### config.mk
export PLATFORM = sky130hd
export DESIGN_NAME = base64_stream_decoder
export DESIGN_NICKNAME = d
export VERILOG_FILES = /design/src/rtl/bsd_pkg.sv /design/src/rtl/bsd_front.sv /design/src/rtl/bsd_queue.sv /design/src/rtl/bsd_back.sv /design/src/rtl/base64_stream_decoder.sv
export SDC_FILE = /design/constraint.sdc
export NUM_CORES = 1
export LEC_CHECK = 0
export ABC_CLOCK_PERIOD_IN_PS = 4350
export BUFFER_PORTS_ARGS = -buffer_cell sky130_fd_sc_hd__clkbuf_2
export CORE_AREA = 2 2 99 120
export CTS_CLUSTER_SIZE = 10
export DETAILED_ROUTE_END_ITERATION = 16
export DIE_AREA = 0 0 101 122
export HOLD_SLACK_MARGIN = 0.05
export PLACE_DENSITY = 0.74
export SYNTH_ARGS = -nofsm -noshare
export SYNTH_HDL_FRONTEND = slang
export SYNTH_SLANG_ARGS = --single-unit
### constraint.sdc
create_clock -name clock -period 4.35 [get_ports clock]
set_input_delay 0.87 -clock clock [delete_from_list [all_inputs] [get_ports clock]]
set_output_delay 0.87 -clock clock [all_outputs]
set_load 0.01 [all_outputs]
### src/rtl/bsd_pkg.sv
// Shared types, constants and the character classifier for the Base64 stream decoder.
package bsd_pkg;

   localparam int unsigned CHAR_W        = 8;
   localparam int unsigned SEXTET_W      = 6;
   localparam int unsigned BUF_W         = 3 * SEXTET_W;
   localparam int unsigned WORD_W        = 4 * SEXTET_W;
   localparam int unsigned QUEUE_DEPTH   = 4;

   localparam logic [CHAR_W-1:0] CHAR_UPPER_A = 8'h41;
   localparam logic [CHAR_W-1:0] CHAR_UPPER_Z = 8'h5a;
   localparam logic [CHAR_W-1:0] CHAR_LOWER_A = 8'h61;
   localparam logic [CHAR_W-1:0] CHAR_LOWER_Z = 8'h7a;
   localparam logic [CHAR_W-1:0] CHAR_DIGIT_0 = 8'h30;
   localparam logic [CHAR_W-1:0] CHAR_DIGIT_9 = 8'h39;
   localparam logic [CHAR_W-1:0] CHAR_PLUS    = 8'h2b;
   localparam logic [CHAR_W-1:0] CHAR_SLASH   = 8'h2f;

   localparam logic [SEXTET_W-1:0] LOWER_BASE = 6'd26;
   localparam logic [SEXTET_W-1:0] DIGIT_BASE = 6'd52;
   localparam logic [SEXTET_W-1:0] PLUS_CODE  = 6'd62;
   localparam logic [SEXTET_W-1:0] SLASH_CODE = 6'd63;

   // Index of the final byte of a job
   localparam logic [1:0] IDX_ONE   = 2'd0;
   localparam logic [1:0] IDX_TWO   = 2'd1;
   localparam logic [1:0] IDX_THREE = 2'd2;

   localparam logic [1:0] COUNT_TWO   = 2'd2;
   localparam logic [1:0] COUNT_THREE = 2'd3;

   typedef struct packed {
      logic                ok;
      logic [SEXTET_W-1:0] value;
   } sextet_type;

   // One unit of output work: one to three bytes, or a bare end marker
   typedef struct packed {
      logic [WORD_W-1:0] word;
      logic [1:0]        last_idx;
      logic              has_data;
      logic              msg_end;
   } job_type;

   function automatic sextet_type sextet_of(logic [CHAR_W-1:0] c);
      sextet_type r;
      begin
         r.ok    = 1'b1;
         r.value = '0;
         priority if (c >= CHAR_UPPER_A && c <= CHAR_UPPER_Z) begin
            r.value = SEXTET_W'(c - CHAR_UPPER_A);
         end else if (c >= CHAR_LOWER_A && c <= CHAR_LOWER_Z) begin
            r.value = SEXTET_W'(c - CHAR_LOWER_A) + LOWER_BASE;
         end else if (c >= CHAR_DIGIT_0 && c <= CHAR_DIGIT_9) begin
            r.value = SEXTET_W'(c - CHAR_DIGIT_0) + DIGIT_BASE;
         end else if (c == CHAR_PLUS) begin
            r.value = PLUS_CODE;
         end else if (c == CHAR_SLASH) begin
            r.value = SLASH_CODE;
         end else begin
            r.ok = 1'b0;
         end
         return r;
      end
   endfunction

endpackage

### src/rtl/bsd_front.sv
// Front end: accepts characters, tracks the sextet group and emits byte jobs.
module bsd_front (
   input  logic                           clock,
   input  logic                           reset,
   input  logic                           req_valid,
   output logic                           req_ready,
   input  logic [bsd_pkg::CHAR_W-1:0]     req_char_code,
   input  logic                           req_message_last,
   input  logic                           queue_full,
   output logic                           push,
   output bsd_pkg::job_type               push_job
);

   logic [bsd_pkg::BUF_W-1:0] buf_ff, buf_in, buf_next;
   logic [1:0]                gc_ff, gc_in, gc_next;
   logic                      stopped_ff, stopped_in;

   bsd_pkg::sextet_type sx;
   logic accept, take, stop_now, full_group;

   assign req_ready = !queue_full;
   assign accept    = req_valid && req_ready;

   always_comb begin
      sx         = bsd_pkg::sextet_of(req_char_code);
      take       = !stopped_ff && sx.ok;
      stop_now   = !stopped_ff && !sx.ok;
      full_group = take && (gc_ff == bsd_pkg::COUNT_THREE);

      buf_next = buf_ff;
      gc_next  = gc_ff;
      if (full_group) begin
         buf_next = '0;
         gc_next  = '0;
      end else if (take) begin
         buf_next = {buf_ff[bsd_pkg::BUF_W-bsd_pkg::SEXTET_W-1:0], sx.value};
         gc_next  = gc_ff + 2'd1;
      end

      push_job.msg_end = req_message_last;
      priority if (full_group) begin
         push_job.word     = {buf_ff, sx.value};
         push_job.last_idx = bsd_pkg::IDX_THREE;
         push_job.has_data = 1'b1;
      end else if (gc_next == bsd_pkg::COUNT_THREE) begin
         // flush: left-align the pending sextets
         push_job.word     = {buf_next, {bsd_pkg::SEXTET_W{1'b0}}};
         push_job.last_idx = bsd_pkg::IDX_TWO;
         push_job.has_data = 1'b1;
      end else if (gc_next == bsd_pkg::COUNT_TWO) begin
         push_job.word     = {buf_next[2*bsd_pkg::SEXTET_W-1:0],
                              {(2*bsd_pkg::SEXTET_W){1'b0}}};
         push_job.last_idx = bsd_pkg::IDX_ONE;
         push_job.has_data = 1'b1;
      end else begin
         push_job.word     = '0;
         push_job.last_idx = bsd_pkg::IDX_ONE;
         push_job.has_data = 1'b0;
      end

      push = accept && (full_group || req_message_last);

      buf_in     = buf_ff;
      gc_in      = gc_ff;
      stopped_in = stopped_ff;
      if (accept) begin
         if (req_message_last) begin
            buf_in     = '0;
            gc_in      = '0;
            stopped_in = 1'b0;
         end else begin
            buf_in     = buf_next;
            gc_in      = gc_next;
            stopped_in = stopped_ff || stop_now;
         end
      end
   end

   always_ff @(posedge clock) begin
      if (reset) begin
         buf_ff     <= '0;
         gc_ff      <= '0;
         stopped_ff <= 1'b0;
      end else begin
         buf_ff     <= buf_in;
         gc_ff      <= gc_in;
         stopped_ff <= stopped_in;
      end
   end

endmodule

### src/rtl/bsd_queue.sv
// Short job queue between the front end and the byte serializer.
module bsd_queue #(
   parameter int unsigned DEPTH = bsd_pkg::QUEUE_DEPTH
) (
   input  logic             clock,
   input  logic             reset,
   input  logic             push,
   input  bsd_pkg::job_type push_job,
   output logic             full,
   input  logic             pop,
   output logic             empty,
   output bsd_pkg::job_type head
);

   localparam int unsigned PTR_W = (DEPTH > 1) ? $clog2(DEPTH) : 1;
   localparam int unsigned CNT_W = $clog2(DEPTH + 1);
   localparam logic [PTR_W-1:0] PTR_MAX = PTR_W'(DEPTH - 1);
   localparam logic [CNT_W-1:0] CNT_MAX = CNT_W'(DEPTH);

   bsd_pkg::job_type  slot_ff [DEPTH];
   logic [PTR_W-1:0]  wr_ptr_ff, wr_ptr_in, rd_ptr_ff, rd_ptr_in;
   logic [CNT_W-1:0]  count_ff, count_in;

   assign full  = (count_ff == CNT_MAX);
   assign empty = (count_ff == '0);
   assign head  = slot_ff[rd_ptr_ff];

   always_comb begin
      wr_ptr_in = wr_ptr_ff;
      rd_ptr_in = rd_ptr_ff;
      count_in  = count_ff;
      if (push) begin
         wr_ptr_in = (wr_ptr_ff == PTR_MAX) ? '0 : wr_ptr_ff + 1'b1;
      end
      if (pop) begin
         rd_ptr_in = (rd_ptr_ff == PTR_MAX) ? '0 : rd_ptr_ff + 1'b1;
      end
      unique case ({push, pop})
         2'b10:   count_in = count_ff + 1'b1;
         2'b01:   count_in = count_ff - 1'b1;
         default: count_in = count_ff;
      endcase
   end

   always_ff @(posedge clock) begin
      if (reset) begin
         wr_ptr_ff <= '0;
         rd_ptr_ff <= '0;
         count_ff  <= '0;
      end else begin
         wr_ptr_ff <= wr_ptr_in;
         rd_ptr_ff <= rd_ptr_in;
         count_ff  <= count_in;
      end
   end

   always_ff @(posedge clock) begin
      if (push) begin
         slot_ff[wr_ptr_ff] <= push_job;
      end
   end

endmodule

### src/rtl/bsd_back.sv
// Back end: walks the head job byte by byte onto the result channel.
module bsd_back (
   input  logic                       clock,
   input  logic                       reset,
   input  logic                       empty,
   input  bsd_pkg::job_type           head,
   output logic                       pop,
   output logic                       rsp_valid,
   input  logic                       rsp_ready,
   output logic [bsd_pkg::CHAR_W-1:0] rsp_data_byte,
   output logic                       rsp_byte_valid,
   output logic                       rsp_run_last,
   output logic                       rsp_message_end
);

   logic [1:0] idx_ff, idx_in;
   logic       transfer;

   always_comb begin
      rsp_valid = !empty;
      unique case (idx_ff)
         bsd_pkg::IDX_ONE:   rsp_data_byte = head.word[23:16];
         bsd_pkg::IDX_TWO:   rsp_data_byte = head.word[15:8];
         default:            rsp_data_byte = head.word[7:0];
      endcase
      rsp_byte_valid  = head.has_data;
      rsp_run_last    = (idx_ff == head.last_idx);
      rsp_message_end = rsp_run_last && head.msg_end;

      transfer = rsp_valid && rsp_ready;
      // drop the job once its final byte is transferred
      pop    = transfer && rsp_run_last;
      idx_in = idx_ff;
      if (transfer) begin
         idx_in = rsp_run_last ? bsd_pkg::IDX_ONE : idx_ff + 2'd1;
      end
   end

   always_ff @(posedge clock) begin
      if (reset) begin
         idx_ff <= bsd_pkg::IDX_ONE;
      end else begin
         idx_ff <= idx_in;
      end
   end

endmodule

### src/rtl/base64_stream_decoder.sv
// Top level of the Base64 stream decoder: front end, job queue and serializer.
//
//   channel  | ports                                   | direction
//   ---------+-----------------------------------------+----------
//   request  | req_valid/ready, char_code, message_last| in
//   response | rsp_valid/ready, data_byte, byte_valid, | out
//            | run_last, message_end                   |
//
// A character is taken in every cycle while the job queue has room; the front end
// decodes it in the same cycle and queues a job for a full group or a message end.
// The serializer sends one result per cycle while rsp_ready is high, and a full group
// yields three results; four characters per three bytes keeps the two sides matched.
// A response stall fills the QUEUE_DEPTH-entry job queue before req_ready drops.
// Reset (synchronous) clears the group state, the queue and the byte index.
module base64_stream_decoder #(
   parameter int unsigned QUEUE_DEPTH = bsd_pkg::QUEUE_DEPTH
) (
   input  logic                       clock,
   input  logic                       reset,
   input  logic                       req_valid,
   output logic                       req_ready,
   input  logic [bsd_pkg::CHAR_W-1:0] req_char_code,
   input  logic                       req_message_last,
   output logic                       rsp_valid,
   input  logic                       rsp_ready,
   output logic [bsd_pkg::CHAR_W-1:0] rsp_data_byte,
   output logic                       rsp_byte_valid,
   output logic                       rsp_run_last,
   output logic                       rsp_message_end
);

   logic             queue_full, queue_empty, push, pop;
   bsd_pkg::job_type push_job, head;

   bsd_front u_front (
      .clock            (clock),
      .reset            (reset),
      .req_valid        (req_valid),
      .req_ready        (req_ready),
      .req_char_code    (req_char_code),
      .req_message_last (req_message_last),
      .queue_full       (queue_full),
      .push             (push),
      .push_job         (push_job)
   );

   bsd_queue #(
      .DEPTH (QUEUE_DEPTH)
   ) u_queue (
      .clock    (clock),
      .reset    (reset),
      .push     (push),
      .push_job (push_job),
      .full     (queue_full),
      .pop      (pop),
      .empty    (queue_empty),
      .head     (head)
   );

   bsd_back u_back (
      .clock           (clock),
      .reset           (reset),
      .empty           (queue_empty),
      .head            (head),
      .pop             (pop),
      .rsp_valid       (rsp_valid),
      .rsp_ready       (rsp_ready),
      .rsp_data_byte   (rsp_data_byte),
      .rsp_byte_valid  (rsp_byte_valid),
      .rsp_run_last    (rsp_run_last),
      .rsp_message_end (rsp_message_end)
   );

endmodule

* Word level (Yosys, flattened, before mapping)
Memories as Yosys holds them, arrays and structs flattened. A register that Yosys moved wholly into a read port is not among the register bits. Index checks and enable logic that the tools add are counted. Widths: inputs -> output; s select.
Word-level totals: output and inout port bits 13, RAM bits 112, input bits 13, memories kept 1, flip-flop bits (word level) 30
Operators by class: multiplexer cells 29, add/sub/neg operators 11, reduce and logical (&&, ||, !) cells 20, $lt $le $gt $ge 6, equal/unequal tests 12
Memories:
- u_queue.slot_ff | depth 4, bits a word 28, rd ports 1, clocked after Yosys merged registers in 1, write ports 1, line bsd_queue.sv:20 | bsd_pkg::job_type slot_ff [DEPTH];
Operator list (number):
- $mux 27 | 3
- $mux 18 | 3
- $mux 6 | 5
- $eq 8x6->1 const B | 2
- $ge 8x7->1 const B | 2
- $le 8x7->1 const B | 2
- $mux 2 | 8
- $pmux 8 s2 | 1
- $eq 2x2->1 const B | 6
- $sub 6x6->6 const B | 2
- $logic_and 1x1->1 | 11
- $add 2x1->2 const B | 4
- $ge 8x6->1 const B | 1
- $le 8x6->1 const B | 1
- $mux 1 | 8
- $add 6x5->6 const B | 1
- $add 6x6->6 const B | 1
- $pmux 3 s2 | 1
- $sub 6x1->6 const B | 1
- $eq 2x1->1 const B | 2
- $logic_not 1->1 | 4
- $add 3x1->3 const B | 1
- $eq 3x3->1 const B | 1
- $logic_not 3->1 | 1
- 5 further kinds | 6

* Logic depth before layout (Yosys ltp)
Gate-level depths: netlist of the first run.
depth after elaboration 13, depth in mapped cells 18

* Hierarchy
A second synthesis of the first run with hierarchy kept.
Second synthesis, totals: cells, all modules 490, area total of the unflattened synthesis 6725.2 um^2
By module, submodules not included:
- bsd_queue | times used 1, area each 4538.1 um^2, cells an instance 194
- bsd_front | times used 1, area each 1876.8 um^2, cells an instance 249
- bsd_back | times used 1, area each 310.3 um^2, cells an instance 47

* Worst setup path before layout of the first run
Ideal clock, no wire load.
kind input to register, start input port req_char_code[2] in the netlist's numbering, end register u_queue.count_ff[2], setup time 70 ps, stages on the path 18, data required time 4280 ps, path slack 779 ps, data arrival time 3500 ps, cell sequence buf_6 inv_1 ha_1 o21ai_1 nor2_1 o211ai_2 a21oi_4 nand2_2 inv_2 nor2_2 nor2_4 inv_2 ha_1 inv_1 fa_1 xor2_1 or3_1 a21oi_1
Between the ends: longest elaborated chain between the ends 12, elaborated cells on any way between the ends 24, classes of those cells 6 x order compare; 4 x eq/ne; 6 x mux; 8 x reduce/logical
RTL lines:
- start: declaration | line base64_stream_decoder.sv:22 | input logic [bsd_pkg::CHAR_W-1:0] req_char_code,
- branches (longest 5 deep; another with $ge 8x6->1)
- $mux 1 * | line bsd_pkg.sv:50 | priority if (c >= CHAR_UPPER_A && c <= CHAR_UPPER_Z) begin
- $logic_and 1x1->1 * | line bsd_front.sv:26 | take = !stopped_ff && sx.ok;
- $logic_and 1x1->1 * | line bsd_front.sv:28 | full_group = take && (gc_ff == bsd_pkg::COUNT_THREE);
- $logic_or 1x1->1 * | line bsd_front.sv:61 | push = accept && (full_group || req_message_last);
- $logic_and 1x1->1 * | line bsd_front.sv:61
- $eq 2x1->1 or $eq 2x2->1 (tied branches) | line bsd_queue.sv:38 | unique case ({push, pop})
- $pmux 3 s2 or $reduce_bool 2->1 (tied branches)
- end signal: assignment | line bsd_queue.sv:53 | count_ff <= count_in;
- end: declaration | line bsd_queue.sv:22 | logic [CNT_W-1:0] count_ff, count_in;
Mark *: on every way between the ends. A chain may end at the register's enable or synchronous reset.

* Final worst setup path of the first run
Same ends and word-level chain as after synthesis.

==> out/metrics.yaml, run 1 <==
status: "complete, no violations"
clk_path_buf_depth: 2
grt_max_degree: 31
clkSlewWorstSetupHoldPaths_ps: 60
antenna_left: 0
synthFlopType: "edfxtp_1"
cts_setup_buffers: 0
syn_inst: 460
p_per_area_nw_per_um2: 431
worstPathArrival_ps: 4100
start_util_pct: 57.8
boundaryPins: 26
setup_tns_ps: 0
post-route-period-util_pct: 86.3
routedWlPerCell_um: 20.6
slew_viol_final: 0
syn_nets: 492
io_buffers: 25
tightest_slew_ps: 832
synth.distinct_cells: 56
first_pass_iters: 5
path_class: "primary input to flip-flop"
drt_iter0_drc: 390
cp-start-kind: "primary input"
htree_levels: 4
viasPerCell: 6.26
drt_wl_total_um: 13200
antenna_found_initial: 0
numCtsBuffers: 17
p_leak_nw: 2.62
grt_pass1_vias: 3998
num_rows: 43
grt_pass1_wl_um: 21000
drive_above_1_share_pct: 21.4
whs_ps: 497
overflow: 0
ys_async_sr_fraction_pct: 0
nets: 523
ys_ff_latch: 144
syn_area_um2: 6530
die_area_um2: 12300
core_um2: 11300
clk_root_buffer_cell: "clkbuf_16"
ys_seq_area_share_pct: 61.3
cts-resized-gates: 0
gp_congestion: 0.876
die_height_um: 122
max-cap-violations: 0
num_vias: 3998
finalSetupViolations: 0
min_path_type: "flip-flop to flip-flop"
required_ps: 4700
tritoncts: "done"
grt.total_usage_pct: 23.1
hpwl_um: 8570
cts_hold_buffers: 0
die_w_um: 101
hold_violations: 0
end_kind: "flip-flop"
max_slew_margin_pct: 44.1
yosys_warnings: 0
peakVddDrop_v: 0.000228
synth.avg_cell_area_um2: 14.2
rsz0062_at_grt: "false"
clock_latency_ps: 420
area_delta_synth_final_pct: 13.1
fmax_mhz: 266
clock_sinks: 144
antenna_cells: 0
fillers: 812
skew_ps: 12.6
drc: 0
path_max_fanout: 14
synth_edf_count: 112
period_needed_ps: 3750
cells in the mapped netlist (2+ instances only):
master    count  area share, %
edfxtp_1    112             52
inv_2         2           0.12
or2_2         2           0.19
and2_1       12            1.2
nand2_1      30            1.7
buf_6         2           0.35
buf_4         3           0.35
a222oi_1      2           0.31
ha_1         18            3.5
or3_1         7           0.67
a22o_1        4           0.54
a21o_1        2           0.23
inv_1        23            1.3
mux2i_1       6           0.92
a221o_1       9            1.4
o311a_1       2           0.31
o21ai_1       2           0.15
a22oi_1      21            2.4
buf_2         4           0.31
mux4_2       28            9.7
nor2b_1      12            1.2
xnor2_1       5           0.67
a21oi_1      15            1.2
nor2_2        2           0.19
a31oi_1       8           0.77
nand3_1       4           0.31
o22ai_1       3           0.29
nand2b_1      3           0.29
xor2_1        4           0.54
o21ai_0      15            1.2
nand4_1       3           0.29
nor2_1       27            1.6
dfxtp_1      32            9.8
and3_1        2           0.19
clkbuf_1     11           0.63
o221ai_1      3           0.40
worst paths after layout:
kind,cells past startpoint,to,startpoint,slack (ps)
max,18,u_queue.count_ff[2],req_char_code[2],600
min,2,u_front.buf_ff[1],u_front.buf_ff[1],500
max reg2reg,12,u_queue.count_ff[2],flip-flop,1340
min reg2reg,2,u_front.buf_ff[1],u_front.buf_ff[1],500
state kept, by name (all words and copies together) (netlist names), named ones only:
signal	cells
u_queue.count_ff	3
u_queue.rd_ptr_ff	2
u_back.idx_ff	2
u_queue.slot_ff	112
u_front.gc_ff	2
u_front.stopped_ff	1
u_front.buf_ff	18
u_queue.wr_ptr_ff	2
metrics by stage:
stage	util (%)	total power [W]	setup WS, ps	area, µm²	cells
after floorplan	-	0.00169	779	6530	460
after global placement	59.9	0.00175	383	6770	607
after detailed placement	59.9	0.00176	229	6770	607
after CTS	65.3	0.00320	649	7380	639
after global routing	65.3	0.00329	362	7380	639
final	65.3	0.00318	596	7380	639
logic make-up after synthesis:
logic type | synth area share, %
DFF | 61.3
adders and majority gates | 3.76
muxes | 10.6
buffers and inverters | 3.34
xor gates and xnor gates | 1.21
and+or+nand+nor | 8.63
AOI/OAI and AO/OA | 11.2
cell type report:
class	instances	area, µm²	area share [%]
flip-flops and latches	144	4010	54.2
multi-input cells	269	2310	31.2
clock buffers	25	549	7.44
repair buffers	34	193	2.61
well taps	135	169	2.29
inverters	25	93.8	1.27
clock inverters	7	67.6	0.915
layer usage:
layer  vias up  wire (µm)  global-route usage, %
met5         -          0                      0
met4         0        329                   10.1
met3        20        610                   5.11
met1      2008       5480                   28.9
li1       1834          -                      -
met2       136       6740                   38.8
cell usage in the layout (no fill, tap or decap), types with 4 or more instances in the layout:
master,synthesis,final
nand2_1,30,30
edfxtp_1,112,112
mux2i_1,6,6
and2_1,12,12
dfxtp_1,32,31
a22oi_1,21,21
xnor2_1,5,5
buf_4,3,9
inv_1,23,23
a31oi_1,8,8
nand3_1,4,4
nor2b_1,12,12
nor2_1,27,27
clkbuf_2,0,25
a21oi_1,15,15
xor2_1,4,4
or3_1,7,7
clkbuf_16,0,20
mux4_2,28,28
ha_1,18,18
o21ai_0,15,15
a221o_1,9,9
a22o_1,4,4
critical path: stages:
cell and delay (ps):
clkbuf_2 170, inv_1 180, ha_1 280, a21oi_1 100, a311oi_1 280, a311o_2 340, a21oi_4 140, nand2_2 110
inv_2 100, nor2_2 170, nor2_4 60, inv_2 90, ha_1 180, inv_1 60, fa_1 370, xor2_1 160
or3_1 300, a21oi_1 130
power breakdown:
part	internal [W]	total [W]	leakage [nW]	switching, W
sequential	0.00149	0.00151	1.36	0.0000135
clock	0.000933	0.00146	0.305	0.000522
combinational	0.0000903	0.000222	0.953	0.000131
total	0.00252	0.00318	2.62	0.000667
Power figures use the tool's default switching activity.
==> run 2, diff against run 1 <==
Settings changed: ABC_AREA set to 1, CORE_AREA 2 2 99 120 to 2 2 103 125, DIE_AREA 0 0 101 122 to 0 0 105 127.
==> run 2 against run 1 <==
Worst setup slack improved by 250 ps. Register-to-register slack got worse by 260 ps. Die area rose by 8.2%. Clock power rose by 3%. First-iteration DRC count rose by 26%. Sequential cell count did not move. Synthesized area rose by 8.9%. Critical path type unchanged. Critical endpoint unchanged. Largest cell class unchanged.
==> out/metrics.yaml, run 2 <==
status: "complete, no violations"
numCtsBuffers: 17
hold_violations: 0
slowest_stage: "fa_1"
drt_wl_total_um: 16600
yosys_warnings: 0
syn_nets: 822
boundaryPins: 26
reg2regPathDepth: 15
gp_congestion: 0.855
grt.total_usage_pct: 26.4
mostFrequentLayoutCell: "nand2_1"
htree_levels: 4
antenna_found_initial: 0
postLayoutCellArea_um2: 7950
grt_pass1_vias: 5471
ff_latch_area_um2: 4000
finalSetupViolations: 0
routedWlPerCell_um: 17.0
cp.buffers_inverters: 6
drive_above_1_share_pct: 11.4
drt_iter0_drc: 490
tightest_slew_ps: 869
worstPathArrival_ps: 3790
top_regs: "u_queue.slot_ff (112), u_front.buf_ff (18), u_queue.count_ff (3)"
synth_commonest_cells: "nand2_1, edfxtp_1, nor2_1, o21ai_0, nand3_1"
critPathMaxStageDelay_ps: 380
first_pass_iters: 6
grt_pass1_wl_um: 27300
die_height_um: 127
placed_area_um2: 7330
ys_seq_area_share_pct: 56.3
synth.distinct_cells: 34
cts-resized-gates: 0
p_per_area_nw_per_um2: 431
core_um2: 12000
synthFlopType: "edfxtp_1"
cp_top_family: "adder cells"
num_rows: 44
setup_tns_ps: 0
path_max_fanout: 16
overflow: 0
tritoncts: "done"
fmax_mhz: 286
clk_path_buf_depth: 2
synth_top_area_share_pct: 47.3
max-cap-violations: 0
drc: 0
max_slew_margin_pct: 42.0
end_kind: "flip-flop"
ys_ff_latch: 144
nets: 837
area_delta_synth_final_pct: 11.9
cts_hold_buffers: 0
worst-path-stages: 21
min_path_type: "flip-flop to flip-flop"
period_needed_ps: 3500
cp-start-kind: "primary input"
largest_register_ff_count: 112
num_vias: 5627
crit_chain: "clkbuf_2, inv_1, ha_1, inv_1, nand2_1, nand2_1, nand2_1, nand2_2, nand2_2, inv_2, nand3_4, nand3_2, a21oi_4, inv_1, ha_1, inv_1, fa_1, a21oi_1, o21ai_0, o21ai_0, a21oi_1"
cts_setup_buffers: 0
p_leak_nw: 3.11
synth.avg_cell_area_um2: 9.00
peakVddDrop_v: 0.000278
slew_viol_final: 0
post-route-period-util_pct: 80.5
synthTopCellsByArea: "edfxtp_1, nand2_1, dfxtp_1"
total_power_w: 0.00342
antenna_left: 0
hpwl_um: 11000
layout_common_cells: "nand2_1, edfxtp_1, nor2_1"
clk_root_buffer_cell: "clkbuf_16"
syn_inst: 790
start_util_pct: 59.2
whs_path_depth: 2
yosysMostFrequentCell: "nand2_1"
die_area_um2: 13300
clkSlewWorstSetupHoldPaths_ps: 60
regMostFlops: "u_queue.slot_ff"
worst_path_most_repeated_cell: "inv_1"
die_w_um: 105
yosysTopAreaCell: "edfxtp_1"
rsz0062_at_grt: "false"
antenna_cells: 0
path_class: "primary input to flip-flop"
synth_edf_count: 112
viasPerCell: 5.75
io_buffers: 25
required_ps: 4640
clock_latency_ps: 410
syn_area_um2: 7110
clock_sinks: 144
multiInputGateArea_um2: 2720
ys_async_sr_fraction_pct: 0
grt_max_degree: 43
fillers: 987
skew_ps: 10.7
-- run 2: cell types whose count changed in the layout (fill, tap and decap cells not counted), moves of 12 or more --
cell | previous run | this run
inv_1 | 23 | 47
a22oi_1 | 21 | 0
nand4_1 | 3 | 18
mux4_2 | 28 | 0
o22ai_1 | 3 | 25
a21oi_1 | 15 | 31
nand3_1 | 4 | 56
o21ai_0 | 15 | 67
nor2_1 | 27 | 86
nand2_1 | 30 | 209
and2_1 | 12 | 0
nor2b_1 | 12 | 0
-- run 2: per-stage QoR --
step / utilization, % / worst slack (ps) / std cells / hold WS, ps
after floorplan: - / 387 / 790 / 449
after global placement: 61.1 / 512 / 947 / 460
after detailed placement: 61.1 / 452 / 947 / 471
after CTS: 66.3 / 867 / 979 / 483
after global routing: 66.3 / 572 / 979 / 499
final: 66.3 / 850 / 979 / 481
-- run 2: worst paths after layout --
kind | startpoint | endpoint | slack (ps)
max | req_char_code[0] | u_queue.count_ff[2] | 850
min | u_front.stopped_ff | u_front.stopped_ff | 480
max reg2reg | flip-flop | u_queue.count_ff[2] | 1080
min reg2reg | u_front.stopped_ff | u_front.stopped_ff | 480
-- run 2: final cells by class --
type,count,area share [%]
timing repair buffer,35,2.52
multi-input combinational,551,34.1
clock buffer,19,5.44
clock inverter,13,2.34
tap,161,2.53
sequential,144,50.3
inverter,56,2.67
-- run 2: where the power goes --
| part | switching [W] | internal, W |
|---|---|---|
| sequential | 0.0000169 | 0.00152 |
| combinational | 0.000271 | 0.000111 |
| clock | 0.000548 | 0.000961 |
| total | 0.000836 | 0.00259 |
-- run 2: kinds of logic after synthesis --
kind of cell / count (synthesis) / synth area share (%)
compound gates: 133 / 10.1
xor+xnor: 10 / 1.23
fa+ha+maj: 19 / 3.45
buf+inv: 95 / 5.62
flops: 144 / 56.3
simple gates: 389 / 23.3
-- run 2: layer usage --
metal | up-vias | global-route usage, % | wire (µm)
li1 | 2712 | - | -
met5 | - | 0 | 0
met2 | 227 | 46.7 | 8620
met3 | 36 | 5.31 | 1030
met4 | 0 | 11.2 | 389
met1 | 2652 | 31.5 | 6580
-- run 2: worst register-to-register path: stages, from the launching register on --
cell	delay, ps
dfxtp_1	660
inv_1	370
nand2_1	150
nand3_1	90
nand2_1	120
xor2_1	80
nor2_1	240
nand2_1	170
inv_1	160
ha_1	170
inv_1	70
fa_1	380
a21oi_1	160
o21ai_0	120
o21ai_0	160
a21oi_1	60
